## config.mk

```make
export PLATFORM = sky130hd
export DESIGN_NAME = optical_sensor_autorange_normalizer_unit
export DESIGN_NICKNAME = d
export VERILOG_FILES = /design/src/rtl/core/osan_pkg.sv /design/src/rtl/core/osan_front.sv /design/src/rtl/core/osan_queue.sv /design/src/rtl/core/osan_back.sv /design/src/rtl/core/optical_sensor_autorange_normalizer_unit.sv
export SDC_FILE = /design/constraint.sdc
export NUM_CORES = 1
export LEC_CHECK = 0
export BUFFER_PORTS_ARGS = -buffer_cell sky130_fd_sc_hd__buf_4
export CAP_MARGIN = 20
export CORE_MARGIN = 2
export CORE_UTILIZATION = 39
export CTS_BUF_LIST = sky130_fd_sc_hd__clkbuf_16
export DETAILED_ROUTE_END_ITERATION = 10
export MAX_ROUTING_LAYER = met4
export SKIP_LAST_GASP = 1
export SLEW_MARGIN = 20
export SYNTH_ARGS = -nofsm -noshare
export SYNTH_HDL_FRONTEND = slang
export SYNTH_SLANG_ARGS = --single-unit
```

## constraint.sdc

```tcl
create_clock -name i_clk -period 19.4 [get_ports i_clk]
set_input_delay 1.94 -clock i_clk [delete_from_list [all_inputs] [get_ports i_clk]]
set_output_delay 1.94 -clock i_clk [all_outputs]
set_load 0.1 [all_outputs]
```

## src/rtl/core/osan_pkg.sv

```systemverilog
// osan_pkg: shared types, constants and the integration time table for the
// light sensor autoranging normaliser. No dependencies.
`default_nettype none
package osan_pkg;

    localparam int TABLE_ENTRIES_DEF = 19;
    localparam int IDX_W   = 5;
    localparam int RAW_W   = 16;
    localparam int SHIFT   = 4;
    localparam int NUM_W   = RAW_W - SHIFT;
    localparam int TIME_W  = 10;
    localparam int PROD_W  = NUM_W + TIME_W;
    localparam int CNT_W   = $clog2(PROD_W);
    localparam int VAL_W   = 16;
    localparam int CODE_W  = 8;
    localparam int OUT_W   = 40;
    localparam int ADDR_W  = 5;
    localparam int DATA_W  = 32;

    localparam logic [7:0] CMD_SETTING_REG = 8'h08;
    localparam logic [7:0] CMD_CONTROL_REG = 8'h40;

    localparam logic [2:0] REG_THR_HIGH  = 3'd0;
    localparam logic [2:0] REG_THR_LOW   = 3'd1;
    localparam logic [2:0] REG_IDX_MIN   = 3'd2;
    localparam logic [2:0] REG_IDX_MAX   = 3'd3;
    localparam logic [2:0] REG_IDX_BASE  = 3'd4;
    localparam logic [2:0] REG_FILTER    = 3'd5;
    localparam logic [2:0] REG_RST_CODE  = 3'd6;
    localparam logic [2:0] REG_RUN_CODE  = 3'd7;

    localparam logic [TIME_W-1:0] TIME_TABLE [32] = '{
        10'd4,   10'd6,   10'd8,   10'd10,  10'd15,  10'd20,  10'd25,  10'd30,
        10'd40,  10'd55,  10'd70,  10'd90,  10'd110, 10'd150, 10'd200, 10'd250,
        10'd350, 10'd450, 10'd550, 10'd550, 10'd550, 10'd550, 10'd550, 10'd550,
        10'd550, 10'd550, 10'd550, 10'd550, 10'd550, 10'd550, 10'd550, 10'd550
    };

    typedef struct packed {
        logic [RAW_W-1:0]  threshold_high;
        logic [RAW_W-1:0]  threshold_low;
        logic [IDX_W-1:0]  index_minimum;
        logic [IDX_W-1:0]  index_maximum;
        logic [IDX_W-1:0]  index_base;
        logic [CODE_W-1:0] filter_code;
        logic [CODE_W-1:0] reset_code;
        logic [CODE_W-1:0] run_code;
    } t_cfg;

    typedef struct packed {
        logic [NUM_W-1:0] num;
        logic [IDX_W-1:0] old_idx;
        logic [IDX_W-1:0] new_idx;
        logic             changed;
    } t_job;

    typedef enum logic [2:0] {
        ST_IDLE,
        ST_MUL,
        ST_DIV,
        ST_SET,
        ST_RST,
        ST_RUN,
        ST_SMP
    } t_back_state;

    function automatic logic [TIME_W-1:0] time_at(input logic [IDX_W-1:0] idx,
                                                  input logic [IDX_W-1:0] top);
        logic [IDX_W-1:0] sel;
        sel = (idx > top) ? top : idx;
        return TIME_TABLE[sel];
    endfunction

endpackage
`default_nettype wire

```

## src/rtl/core/osan_front.sv

```systemverilog
// osan_front: takes raw samples, steps the integration time index and
// queues one job per beat. Depends on osan_pkg.
`default_nettype none
module osan_front (
    input  wire logic                       i_clk,
    input  wire logic                       i_rst_n,
    input  wire logic                       i_valid,
    output logic                            o_ready,
    input  wire logic [osan_pkg::RAW_W-1:0] i_raw,
    input  wire osan_pkg::t_cfg             i_cfg,
    input  wire logic                       i_full,
    output logic                            o_push,
    output osan_pkg::t_job                  o_job
);

    logic [osan_pkg::IDX_W-1:0] r_time_index;
    logic [osan_pkg::IDX_W-1:0] n_time_index;
    logic                       step_dn;
    logic                       step_up;

    assign o_ready = !i_full;
    assign o_push  = i_valid && !i_full;

    always_comb begin
        step_dn = (i_raw > i_cfg.threshold_high) && (r_time_index > i_cfg.index_minimum);
        step_up = (i_raw < i_cfg.threshold_low) && (r_time_index < i_cfg.index_maximum);
        if (step_dn) begin
            n_time_index = r_time_index - 1'b1;
        end else if (step_up) begin
            n_time_index = r_time_index + 1'b1;
        end else begin
            n_time_index = r_time_index;
        end
        o_job.num     = i_raw[osan_pkg::RAW_W-1:osan_pkg::SHIFT];
        o_job.old_idx = r_time_index;
        o_job.new_idx = n_time_index;
        o_job.changed = step_dn || step_up;
    end

    always_ff @(posedge i_clk) begin
        if (!i_rst_n) begin
            r_time_index <= '0;
        end else if (o_push) begin
            r_time_index <= n_time_index;
        end
    end

endmodule
`default_nettype wire

```

## src/rtl/core/osan_queue.sv

```systemverilog
// osan_queue: two-entry job queue between the front and back parts.
// Depends on osan_pkg.
`default_nettype none
module osan_queue (
    input  wire logic           i_clk,
    input  wire logic           i_rst_n,
    input  wire logic           i_push,
    input  wire osan_pkg::t_job i_job,
    input  wire logic           i_pop,
    output osan_pkg::t_job      o_job,
    output logic                o_full,
    output logic                o_empty
);

    localparam int DEPTH = 2;
    localparam int PTR_W = $clog2(DEPTH);

    osan_pkg::t_job   r_mem [DEPTH];
    logic [PTR_W-1:0] r_wr_ptr;
    logic [PTR_W-1:0] r_rd_ptr;
    logic [PTR_W:0]   r_count;

    assign o_full  = (r_count == (PTR_W+1)'(DEPTH));
    assign o_empty = (r_count == '0);
    assign o_job   = r_mem[r_rd_ptr];

    always_ff @(posedge i_clk) begin
        if (i_push) begin
            r_mem[r_wr_ptr] <= i_job;
        end
    end

    always_ff @(posedge i_clk) begin
        if (!i_rst_n) begin
            r_wr_ptr <= '0;
            r_rd_ptr <= '0;
            r_count  <= '0;
        end else begin
            if (i_push) begin
                r_wr_ptr <= r_wr_ptr + 1'b1;
            end
            if (i_pop) begin
                r_rd_ptr <= r_rd_ptr + 1'b1;
            end
            case ({i_push, i_pop})
                2'b10:   r_count <= r_count + 1'b1;
                2'b01:   r_count <= r_count - 1'b1;
                default: r_count <= r_count;
            endcase
        end
    end

endmodule
`default_nettype wire

```

## src/rtl/core/osan_back.sv

```systemverilog
// osan_back: scales each queued sample with a serial divider and sends the
// sensor command beats and the sample beat. Depends on osan_pkg.
`default_nettype none
module osan_back #(
    parameter int TABLE_ENTRIES = osan_pkg::TABLE_ENTRIES_DEF
) (
    input  wire logic                       i_clk,
    input  wire logic                       i_rst_n,
    input  wire osan_pkg::t_cfg             i_cfg,
    input  wire logic                       i_empty,
    input  wire osan_pkg::t_job             i_job,
    output logic                            o_pop,
    output logic                            o_tvalid,
    input  wire logic                       i_tready,
    output logic [osan_pkg::OUT_W-1:0]      o_tdata,
    output logic                            o_tuser,
    output logic                            o_tlast
);

    localparam logic [osan_pkg::IDX_W-1:0] TOP_IDX = osan_pkg::IDX_W'(TABLE_ENTRIES - 1);

    osan_pkg::t_back_state r_state;
    osan_pkg::t_back_state n_state;

    logic [osan_pkg::NUM_W-1:0]  r_num;
    logic [osan_pkg::IDX_W-1:0]  r_new_idx;
    logic                        r_changed;
    logic [osan_pkg::TIME_W-1:0] r_div;
    logic [osan_pkg::TIME_W-1:0] r_rem;
    logic [osan_pkg::PROD_W-1:0] r_quot;
    logic [osan_pkg::CNT_W-1:0]  r_cnt;

    logic                        r_out_valid;
    logic                        r_out_kind;
    logic                        r_out_last;
    logic [osan_pkg::OUT_W-1:0]  r_out_data;

    logic                        out_free;
    logic                        load;
    logic                        n_kind;
    logic                        n_last;
    logic [15:0]                 n_cmd;
    logic [osan_pkg::VAL_W-1:0]  n_val;
    logic                        n_sat;
    logic [osan_pkg::TIME_W:0]   rem_sh;
    logic                        q_bit;
    logic [osan_pkg::TIME_W-1:0] rem_nx;

    assign out_free = !r_out_valid || i_tready;
    assign o_tvalid = r_out_valid;
    assign o_tdata  = r_out_data;
    assign o_tuser  = r_out_kind;
    assign o_tlast  = r_out_last;

    always_comb begin
        rem_sh = {r_rem, r_quot[osan_pkg::PROD_W-1]};
        q_bit  = (rem_sh >= {1'b0, r_div});
        rem_nx = q_bit ? osan_pkg::TIME_W'(rem_sh - {1'b0, r_div})
                       : rem_sh[osan_pkg::TIME_W-1:0];
    end

    always_comb begin
        n_state = r_state;
        o_pop   = 1'b0;
        load    = 1'b0;
        n_kind  = 1'b0;
        n_last  = 1'b0;
        n_cmd   = '0;
        n_val   = '0;
        n_sat   = 1'b0;
        case (r_state)
            osan_pkg::ST_IDLE: begin
                if (!i_empty) begin
                    o_pop   = 1'b1;
                    n_state = osan_pkg::ST_MUL;
                end
            end
            osan_pkg::ST_MUL: begin
                n_state = osan_pkg::ST_DIV;
            end
            osan_pkg::ST_DIV: begin
                if (r_cnt == '0) begin
                    n_state = r_changed ? osan_pkg::ST_SET : osan_pkg::ST_RUN;
                end
            end
            osan_pkg::ST_SET: begin
                n_cmd = {osan_pkg::CMD_SETTING_REG,
                         i_cfg.filter_code | {3'b000, r_new_idx}};
                if (out_free) begin
                    load    = 1'b1;
                    n_state = osan_pkg::ST_RST;
                end
            end
            osan_pkg::ST_RST: begin
                n_cmd = {osan_pkg::CMD_CONTROL_REG, i_cfg.reset_code};
                if (out_free) begin
                    load    = 1'b1;
                    n_state = osan_pkg::ST_RUN;
                end
            end
            osan_pkg::ST_RUN: begin
                n_cmd = {osan_pkg::CMD_CONTROL_REG, i_cfg.run_code};
                if (out_free) begin
                    load    = 1'b1;
                    n_state = osan_pkg::ST_SMP;
                end
            end
            osan_pkg::ST_SMP: begin
                n_kind = 1'b1;
                n_last = 1'b1;
                n_sat  = |r_quot[osan_pkg::PROD_W-1:osan_pkg::VAL_W];
                n_val  = n_sat ? '1 : r_quot[osan_pkg::VAL_W-1:0];
                if (out_free) begin
                    load    = 1'b1;
                    n_state = osan_pkg::ST_IDLE;
                end
            end
            default: begin
                n_state = osan_pkg::ST_IDLE;
            end
        endcase
    end

    always_ff @(posedge i_clk) begin
        if (!i_rst_n) begin
            r_state <= osan_pkg::ST_IDLE;
        end else begin
            r_state <= n_state;
        end
    end

    always_ff @(posedge i_clk) begin
        case (r_state)
            osan_pkg::ST_IDLE: begin
                r_num     <= i_job.num;
                r_new_idx <= i_job.new_idx;
                r_changed <= i_job.changed;
                r_div     <= osan_pkg::time_at(i_job.old_idx, TOP_IDX);
            end
            osan_pkg::ST_MUL: begin
                r_quot <= osan_pkg::PROD_W'(r_num) *
                          osan_pkg::PROD_W'(osan_pkg::time_at(i_cfg.index_base, TOP_IDX));
                r_rem  <= '0;
                r_cnt  <= osan_pkg::CNT_W'(osan_pkg::PROD_W - 1);
            end
            osan_pkg::ST_DIV: begin
                r_quot <= {r_quot[osan_pkg::PROD_W-2:0], q_bit};
                r_rem  <= rem_nx;
                r_cnt  <= r_cnt - 1'b1;
            end
            default: begin
                r_quot <= r_quot;
            end
        endcase
    end

    always_ff @(posedge i_clk) begin
        if (!i_rst_n) begin
            r_out_valid <= 1'b0;
        end else if (load) begin
            r_out_valid <= 1'b1;
        end else if (i_tready) begin
            r_out_valid <= 1'b0;
        end
    end

    always_ff @(posedge i_clk) begin
        if (load) begin
            r_out_kind <= n_kind;
            r_out_last <= n_last;
            r_out_data <= {2'b00, r_new_idx, n_sat, n_val, n_cmd};
        end
    end

endmodule
`default_nettype wire

```

## src/rtl/core/optical_sensor_autorange_normalizer_unit.sv

```systemverilog
// optical_sensor_autorange_normalizer_unit: top level with the register
// file, front part, job queue and back part. Depends on osan_pkg and the osan modules.
//
// Input stream: one raw 16-bit light sample per beat on s_axis. Output stream:
// per sample either four beats (integration setting command, sensor reset
// command, run command, scaled sample) when the integration time index moved,
// or two beats (run command, scaled sample). tuser is 1 on the sample beat,
// which also carries tlast. The index moves at most one step per sample.
// Registers sit on the APB port at byte addresses 4*i, pready always high.
// Flow: the front takes a sample and queues it (two jobs deep) while the
// queue is not full. The back part handles one sample at a time: it fetches
// the job, does the multiply and runs the bit-serial restoring divider, then
// sends one output beat per cycle while the receiver accepts them, and only
// then fetches the next job.
// A stalled receiver holds the output register; the back part waits and
// the queue fills, after which s_axis_tready drops.
// Synchronous reset clears the index to zero, the registers to their
// defaults, the queue and the output valid. No clearing pass is needed.
`default_nettype none
module optical_sensor_autorange_normalizer_unit #(
    parameter int TABLE_ENTRIES = osan_pkg::TABLE_ENTRIES_DEF
) (
    input  wire logic                          i_clk,
    input  wire logic                          i_rst_n,
    input  wire logic                          s_axis_tvalid,
    output logic                               s_axis_tready,
    input  wire logic [15:0]                   s_axis_tdata,  // [15:0] raw_sample
    output logic                               m_axis_tvalid,
    input  wire logic                          m_axis_tready,
    // [15:0] command_word, [31:16] normalized_value, [32] saturated,
    // [37:33] current_index, [39:38] zero
    output logic [osan_pkg::OUT_W-1:0]         m_axis_tdata,
    output logic [0:0]                         m_axis_tuser,  // [0] result_kind
    output logic                               m_axis_tlast,
    input  wire logic                          psel,
    input  wire logic                          penable,
    input  wire logic                          pwrite,
    input  wire logic [osan_pkg::ADDR_W-1:0]   paddr,
    input  wire logic [osan_pkg::DATA_W-1:0]   pwdata,
    output logic [osan_pkg::DATA_W-1:0]        prdata,
    output logic                               pready
);

    osan_pkg::t_cfg r_cfg;
    osan_pkg::t_job front_job;
    osan_pkg::t_job queue_job;
    logic           push;
    logic           pop;
    logic           full;
    logic           empty;
    logic           wr_en;
    logic [2:0]     reg_sel;

    assign pready  = 1'b1;
    assign wr_en   = psel && penable && pwrite;
    assign reg_sel = paddr[4:2];

    always_ff @(posedge i_clk) begin
        if (!i_rst_n) begin
            r_cfg.threshold_high <= 16'hFFFF;
            r_cfg.threshold_low  <= '0;
            r_cfg.index_minimum  <= '0;
            r_cfg.index_maximum  <= 5'd18;
            r_cfg.index_base     <= '0;
            r_cfg.filter_code    <= '0;
            r_cfg.reset_code     <= '0;
            r_cfg.run_code       <= 8'd4;
        end else if (wr_en) begin
            case (reg_sel)
                osan_pkg::REG_THR_HIGH: r_cfg.threshold_high <= pwdata[15:0];
                osan_pkg::REG_THR_LOW:  r_cfg.threshold_low  <= pwdata[15:0];
                osan_pkg::REG_IDX_MIN:  r_cfg.index_minimum  <= pwdata[4:0];
                osan_pkg::REG_IDX_MAX:  r_cfg.index_maximum  <= pwdata[4:0];
                osan_pkg::REG_IDX_BASE: r_cfg.index_base     <= pwdata[4:0];
                osan_pkg::REG_FILTER:   r_cfg.filter_code    <= pwdata[7:0];
                osan_pkg::REG_RST_CODE: r_cfg.reset_code     <= pwdata[7:0];
                osan_pkg::REG_RUN_CODE: r_cfg.run_code       <= pwdata[7:0];
                default:                r_cfg                <= r_cfg;
            endcase
        end
    end

    always_comb begin
        case (reg_sel)
            osan_pkg::REG_THR_HIGH: prdata = {16'h0000, r_cfg.threshold_high};
            osan_pkg::REG_THR_LOW:  prdata = {16'h0000, r_cfg.threshold_low};
            osan_pkg::REG_IDX_MIN:  prdata = {27'd0, r_cfg.index_minimum};
            osan_pkg::REG_IDX_MAX:  prdata = {27'd0, r_cfg.index_maximum};
            osan_pkg::REG_IDX_BASE: prdata = {27'd0, r_cfg.index_base};
            osan_pkg::REG_FILTER:   prdata = {24'd0, r_cfg.filter_code};
            osan_pkg::REG_RST_CODE: prdata = {24'd0, r_cfg.reset_code};
            osan_pkg::REG_RUN_CODE: prdata = {24'd0, r_cfg.run_code};
            default:                prdata = '0;
        endcase
    end

    osan_front u_front (
        .i_clk   (i_clk),
        .i_rst_n (i_rst_n),
        .i_valid (s_axis_tvalid),
        .o_ready (s_axis_tready),
        .i_raw   (s_axis_tdata),
        .i_cfg   (r_cfg),
        .i_full  (full),
        .o_push  (push),
        .o_job   (front_job)
    );

    osan_queue u_queue (
        .i_clk   (i_clk),
        .i_rst_n (i_rst_n),
        .i_push  (push),
        .i_job   (front_job),
        .i_pop   (pop),
        .o_job   (queue_job),
        .o_full  (full),
        .o_empty (empty)
    );

    osan_back #(
        .TABLE_ENTRIES (TABLE_ENTRIES)
    ) u_back (
        .i_clk    (i_clk),
        .i_rst_n  (i_rst_n),
        .i_cfg    (r_cfg),
        .i_empty  (empty),
        .i_job    (queue_job),
        .o_pop    (pop),
        .o_tvalid (m_axis_tvalid),
        .i_tready (m_axis_tready),
        .o_tdata  (m_axis_tdata),
        .o_tuser  (m_axis_tuser[0]),
        .o_tlast  (m_axis_tlast)
    );

endmodule
`default_nettype wire

```

# Word level (Yosys, flattened, before mapping)
# Memory sizes are Yosys's and may differ from the RTL's. A register that Yosys moved wholly into a read port is not among the register bits.
# Index checks and enable logic that the tools add are counted.
[word_totals]
mem_bits_rw = 46
output_inout_bits = 77
mem_count = 3
elab_cells = 128
latch_bits = 0
inputBits = 60
rom_bits = 640
register_bits = 178
[memory_table]
columns = ["memory", "depth", "word_bits", "read_ports", "rd_ports_with_merged_regs", "write_ports", "line_no", "source"]
rows = [
  ["(no name shown)", 32, 10, 1, 1, 0, "osan_pkg.sv:71", "return TIME_TABLE[sel];"],
  ["(no name shown)", 32, 10, 1, 0, 0, "osan_pkg.sv:71", ""],
  ["u_queue.r_mem", 2, 23, 1, 1, 1, "osan_queue.sv:18", "osan_pkg::t_job r_mem [DEPTH];"],
]
[classes]
n_lt_le_gt_ge = 8
bitwise_logic = 3
mux = 33
reduce_logical = 27
n_addsub = 8
multipliers = 1
n_eq_ne = 22
n_div = 0
shifts = 0
[ops]
columns = ["op", "count"]
rows = [
  ["$pmux W32 S8", 1],
  ["$pmux W15 S3", 1],
  ["$pmux W22 S2", 1],
  ["$mux W10", 3],
  ["$mul A12 B10 Y22", 1],
  ["$eq A3 B3 Y1 const B", 7],
  ["$mux W3", 7],
  ["$pmux W3 S7", 1],
  ["$mux W5", 4],
  ["$pmux W10 S2", 1],
  ["$gt A16 B16 Y1", 1],
  ["$lt A16 B16 Y1", 1],
  ["$mux W16", 1],
  ["$reduce_and A2 Y1", 8],
  ["$eq A3 B2 Y1 const B", 4],
  ["$not A5 Y6", 2],
  ["$ge A11 B10 Y1", 1],
  ["$mux W1", 11],
  ["$gt A5 B5 Y1 const B", 2],
  ["$ne A2 B1 Y1 const B", 5],
  ["$pmux W5 S2", 1],
  ["$sub A10 B10 Y10", 1],
  ["$sub A5 B1 Y5 const B", 2],
  ["$or A8 B5 Y8", 1],
  ["other kinds (22)", 34],
]

# Longest topological paths before layout
[depth]
ltp_word = 8
ltp_mapped = 31
ltp_nobuf = 28

# Cells and area by module
# A second synthesis with hierarchy kept.
[unflattened]
hier_cells = 1679
hier_area_um2 = 16125.5
[modules_own_cells]
columns = ["module", "cells_per_inst", "seq_area_each_um2", "instances", "area_per_inst_um2"]
rows = [
  ["osan_back", 929, 3022.9, 1, 9157.5],
  ["optical_sensor_autorange_normalizer_unit", 440, 1421.4, 1, 3508.4],
  ["osan_queue", 93, 1481.4, 1, 1866.8],
  ["osan_front", 217, 100.1, 1, 1592.8],
]

# Worst setup path after synthesis
# No wires, ideal clock.
[synth_path]
kind = "input to output"
from = "input paddr[2] in the netlist's numbering"
to = "output prdata[5] in the netlist's numbering"
arrival_ns = 4.871
required_time_ns = 17.460
slack_ns = 12.589
stages = 4
path_buffers = 2
cell_sequence = "clkbuf_1 > buf_1 > mux2i_1 > o21ai_0"
[synth_between]
elab_chain_cells = 2
word_cells_on_any_way = 9
classes_between = "eq/ne: 7; mux: 1; reduce/logical: 1"
[synth_rtl]
columns = ["element", "line_no", "source"]
rows = [
  ["start: declaration", "optical_sensor_autorange_normalizer_unit.sv:38", "input wire logic [osan_pkg::ADDR_W-1:0] paddr,"],
  ["$eq A3 B3 Y1 (tied with other cells)", "optical_sensor_autorange_normalizer_unit.sv:84", "case (reg_sel)"],
  ["$pmux W32 S8 (*)", "optical_sensor_autorange_normalizer_unit.sv:84", ""],
  ["end: declaration", "optical_sensor_autorange_normalizer_unit.sv:40", "output logic [osan_pkg::DATA_W-1:0] prdata,"],
]
# Mark *: on every way between the ends. The rest lies on a longest branch, timed or not. The select of a mux whose other input is x is not followed.

# Final worst setup path
[layout_path]
from = "register r_cfg[28] in the netlist's numbering"
to = "register u_back.r_quot[21] in the netlist's numbering, data pin"
[layout_between]
elab_chain_cells = 8
[layout_rtl]
columns = ["element", "line_no", "source"]
rows = [
  ["start: declaration", "optical_sensor_autorange_normalizer_unit.sv:44", "osan_pkg::t_cfg r_cfg;"],
  ["start signal: assignment", "optical_sensor_autorange_normalizer_unit.sv:78", "default: r_cfg <= r_cfg;"],
  ["$gt A5 B5 Y1", "osan_pkg.sv:70", "sel = (idx > top) ? top : idx;"],
  ["$mux W5 (*)", "osan_pkg.sv:70", ""],
  ["$not A5 Y6 (not written as such) (*)", "osan_pkg.sv:71", ""],
  ["$mem_v2 Z32 W10 (*)", "-", ""],
  ["$mux W10 (not written as such) (*) (2 in a row)", "osan_pkg.sv:71", ""],
  ["$mul A12 B10 Y22 (*)", "osan_back.sv:141", "r_quot <= osan_pkg::PROD_W'(r_num) *"],
  ["$pmux W22 S2 (*)", "osan_back.sv:133", "case (r_state)"],
  ["end signal: assignment", "osan_back.sv:141", ""],
  ["end signal: assignment", "osan_back.sv:147", "r_quot <= {r_quot[osan_pkg::PROD_W-2:0], q_bit};"],
  ["end signal: assignment", "osan_back.sv:152", "r_quot <= r_quot;"],
  ["end: declaration", "osan_back.sv:30", "logic [osan_pkg::PROD_W-1:0] r_quot;"],
]
# Marked as above.
# A chain may end at the register's enable or synchronous reset.

==> metrics.txt <==
Hold Vio Cnt, Final=0; Post-synth ARST share=0%; I/O pins=137; min Tclk post-route=8.13 ns; min-delay src=r_cfg[42]$_SDFFE_PN0P_; clock network power share=26.5%; Primary FF master, synth=edfxtp_1; Vias/cell=5.16; final wirelength=36600 um; final setup margin=11.27 ns; cell-internal power=0.00120 W; Sequential Power Share=39.3%; H-tree depth=1; DRT Pass-1 Iters=4; Post-synth EDFFs=144; post-synthesis cell area=15400 um^2; largest net degree at the start of global routing=51; worst reg2reg setup slack=11.27 ns; Antenna Cells=0; TritonCTS buffer count=26; Worst-Skew Late Latency=0.55 ns; FMAX=123 MHz; hold_buf cts=0; Synth top area share=28.1%; Overflow after GRT=0; yosys synthesis warning count=0; Die Width=203 um; FF-to-FF Start=r_cfg[28]$_SDFFE_PN0P_; Worst Path Max Fanout=20; first-pass GRT wire length=59200 um; number of remaining DRC errors=0; Net Sw Frac=37.8%; count leader, synth=nand2_1; status=finished clean; synth unique cells=63; max_slew headroom=23.7%; GP Congestion=0.889; worst hold path class=reg -> reg; Longest Clk Path Bufs=3; Reg2Reg Depth=25; Max Cap Violations=0; Fill cells=3715; WHS=0.460 ns; fin crit share=41.9%; P per Cell Area=111 nW/um^2; Worst Tran Pin Value=1.14 ns; Crit path arrival time=8.40 ns; post-synthesis sequential area ratio=39.1%; Setup-failing EPs final=0; clock skew=0.0291 ns; pre-CTS setup slack=11.38 ns; Port Buffer Count=93; # Post-CTS Setup Buffers=0; Root Buffer Master=clkbuf_16; Area contributors post-synth=edfxtp_1 (28%), dfxtp_1 (11%), fa_1 (10%); RSZ-0062 raised after global routing=no; Combinational Power Share=34.2%; Clock Sinks=229; Nets=1878; std cell rows=72; initial antenna violation count=0; number of global-route vias before repair=11.4k; #FFs+latches synth=229; Die Ht=203 um; GRT Util Overall=18.4%; Mapped Avg Cell Area=9.83 um^2; drt initial violations=705; Worst Hold End=r_cfg[42]$_SDFFE_PN0P_; RR Endpoint=u_back.r_quot[21]$_DFFE_PP_; DRT antenna net count=0; CTS tree=done; area leader, netlist=edfxtp_1; post-CTS sizing=0; total negative slack=0 ns; wire per inst=16.9 um; core box area=38800 um^2; initial core utilization=39.7%; Clk pin slew, worst setup/hold paths=0.06 ns; Critical Path Start Type=flip-flop; DP Wirelength=26900 um; hold depth=2; peak supply drop=0.0000701 V; Post-Synthesis Cells=1568; die footprint=41100 um^2; Critical Path End Type=flip-flop; layout cell share with drive strength beyond 1=11.6%; via count=11.1k; Req. time, crit path=19.67 ns; Post-synth top cells=nand2_1 (185), inv_1 (147), edfxtp_1 (144); Net Sw Power=0.000731 W; Syn-to-layout area delta=12.8%; leak pwr=7.40 nW; Max Slew Vio Count=0; WS Path Type=reg -> reg
metal layers:
metal,track usage (%),routed length (um),up-vias,share of wire (%)
met3,2.79,1640,67,4.5
met2,30.4,17500,238,48
met4,5.14,992,0,2.7
met5,-,0,-,0
li1,-,-,5428,-
met1,23.7,16500,5413,45
how the worst max path moves through the flow:
stage                                 startpoint  cells past startpoint                          end  slack, ns
final                     r_cfg[28]$_SDFFE_PN0P_                     25  u_back.r_quot[21]$_DFFE_PP_      11.27
after global routing      r_cfg[28]$_SDFFE_PN0P_                     25  u_back.r_quot[21]$_DFFE_PP_      10.70
after CTS                 r_cfg[28]$_SDFFE_PN0P_                     25  u_back.r_quot[21]$_DFFE_PP_      11.33
after detailed placement  r_cfg[28]$_SDFFE_PN0P_                     25  u_back.r_quot[21]$_DFFE_PP_      11.38
after global placement    r_cfg[28]$_SDFFE_PN0P_                     25  u_back.r_quot[21]$_DFFE_PP_      11.41
after floorplan                         paddr[2]                      4                    prdata[5]      12.59
power groups by stage:
stage / logic, W / registers (W) / clock network, W
final: 0.000661 / 0.000761 / 0.000513
after global placement: 0.000654 / 0.000769 / 0
after global routing: 0.000744 / 0.000776 / 0.000544
after floorplan: 0.000493 / 0.000758 / 0
after CTS: 0.000664 / 0.000763 / 0.000526
after detailed placement: 0.000661 / 0.000771 / 0
worst max-delay path, cell delays in order, from the launching register on:
cell,delay [ns]
dfxtp_1,0.78
inv_1,0.29
o21ai_0,0.39
ha_1,0.32
a211oi_1,0.32
nor3_1,0.09
nor2_1,0.84
nand2_1,0.20
fa_1,0.57
inv_1,0.05
fa_1,0.50
inv_1,0.05
fa_1,0.47
inv_1,0.06
fa_1,0.54
inv_1,0.06
fa_1,0.52
inv_1,0.04
ha_1,0.38
o21ai_0,0.12
a21oi_1,0.15
o22ai_1,0.19
o311ai_0,0.50
a21oi_1,0.15
xnor2_1,0.17
o21ai_0,0.09
final cells by class:
type	count	area (um^2)	area share, %
Clock inverter	22	251	1.45
Sequential cell	229	6030	34.7
Inverter	149	559	3.22
Clock buffer	26	651	3.74
Timing Repair Buffer	104	793	4.56
Multi-Input combinational cell	1110	8460	48.7
Tap cell	518	648	3.73
kinds of logic (layout without fill, tap and decap cells):
group,after synthesis,count (layout),share of synthesized area [%]
other,2,25,0.0487
AO/OA/AOI/OAI,272,272,11.3
multiplexers,92,92,6.35
buffers and inverters,252,301,6.79
adder cells (fa/ha/maj),198,198,19.9
AND/OR/NAND/NOR,487,487,14.5
XOR/XNOR,36,36,2.05
flip-flops,229,229,39.1
registers in the layout (all words and copies together), names as in the netlist, 2 cells and up, named ones only:
register              flops
u_back.r_new_idx          5
u_queue.r_count           2
u_back.r_rem             10
u_queue.r_mem            46
u_back.r_div             10
u_back.r_num             12
u_back.r_cnt              5
r_cfg                    71
u_back.o_tdata           32
u_front.r_time_index      5
u_back.r_state            3
u_back.r_quot            22
per-stage QoR:
| step | power (W) | instance area [um^2] | cells | util [%] |
|---|---|---|---|---|
| 6_report | 0.00193 | 17400 | 2158 | 44.8 |
| 5_1_grt | 0.00206 | 17400 | 2158 | 44.8 |
| 4_1_cts | 0.00195 | 17400 | 2157 | 44.7 |
| 3_5_place_dp | 0.00143 | 16500 | 2109 | 42.4 |
| 3_3_place_gp | 0.00142 | 16500 | 2109 | 42.4 |
| 2_1_floorplan | 0.00125 | 15500 | 1591 | - |
layout by cell type, fill, tap and decap left out, types with 6 or more instances in the layout:
| master | synthesis | routed |
|---|---|---|
| clkinv_2 | 0 | 6 |
| ha_1 | 119 | 119 |
| a22o_1 | 8 | 8 |
| nand4_1 | 11 | 11 |
| nor3_1 | 17 | 16 |
| mux2_2 | 26 | 26 |
| nand3_1 | 30 | 30 |
| a21oi_1 | 71 | 71 |
| inv_1 | 147 | 149 |
| mux2i_1 | 64 | 64 |
| and2_1 | 49 | 49 |
| a31oi_1 | 8 | 8 |
| a211oi_1 | 12 | 12 |
| clkbuf_16 | 0 | 26 |
| a221oi_1 | 7 | 7 |
| nor2_1 | 125 | 120 |
| xor2_1 | 14 | 14 |
| buf_4 | 26 | 103 |
| nor2b_1 | 22 | 21 |
| o21a_1 | 25 | 25 |
| xnor2_1 | 22 | 22 |
| o211ai_1 | 22 | 22 |
| nand2_1 | 185 | 185 |
| a21o_1 | 11 | 11 |
| and3_1 | 16 | 16 |
| conb_1 | 2 | 25 |
| dfxtp_1 | 85 | 85 |
| or3_1 | 7 | 7 |
| edfxtp_1 | 144 | 144 |
| fa_1 | 79 | 79 |
| nand2b_1 | 15 | 15 |
| o21ai_0 | 66 | 65 |
Note: power is estimated with default switching activity, not from simulation.
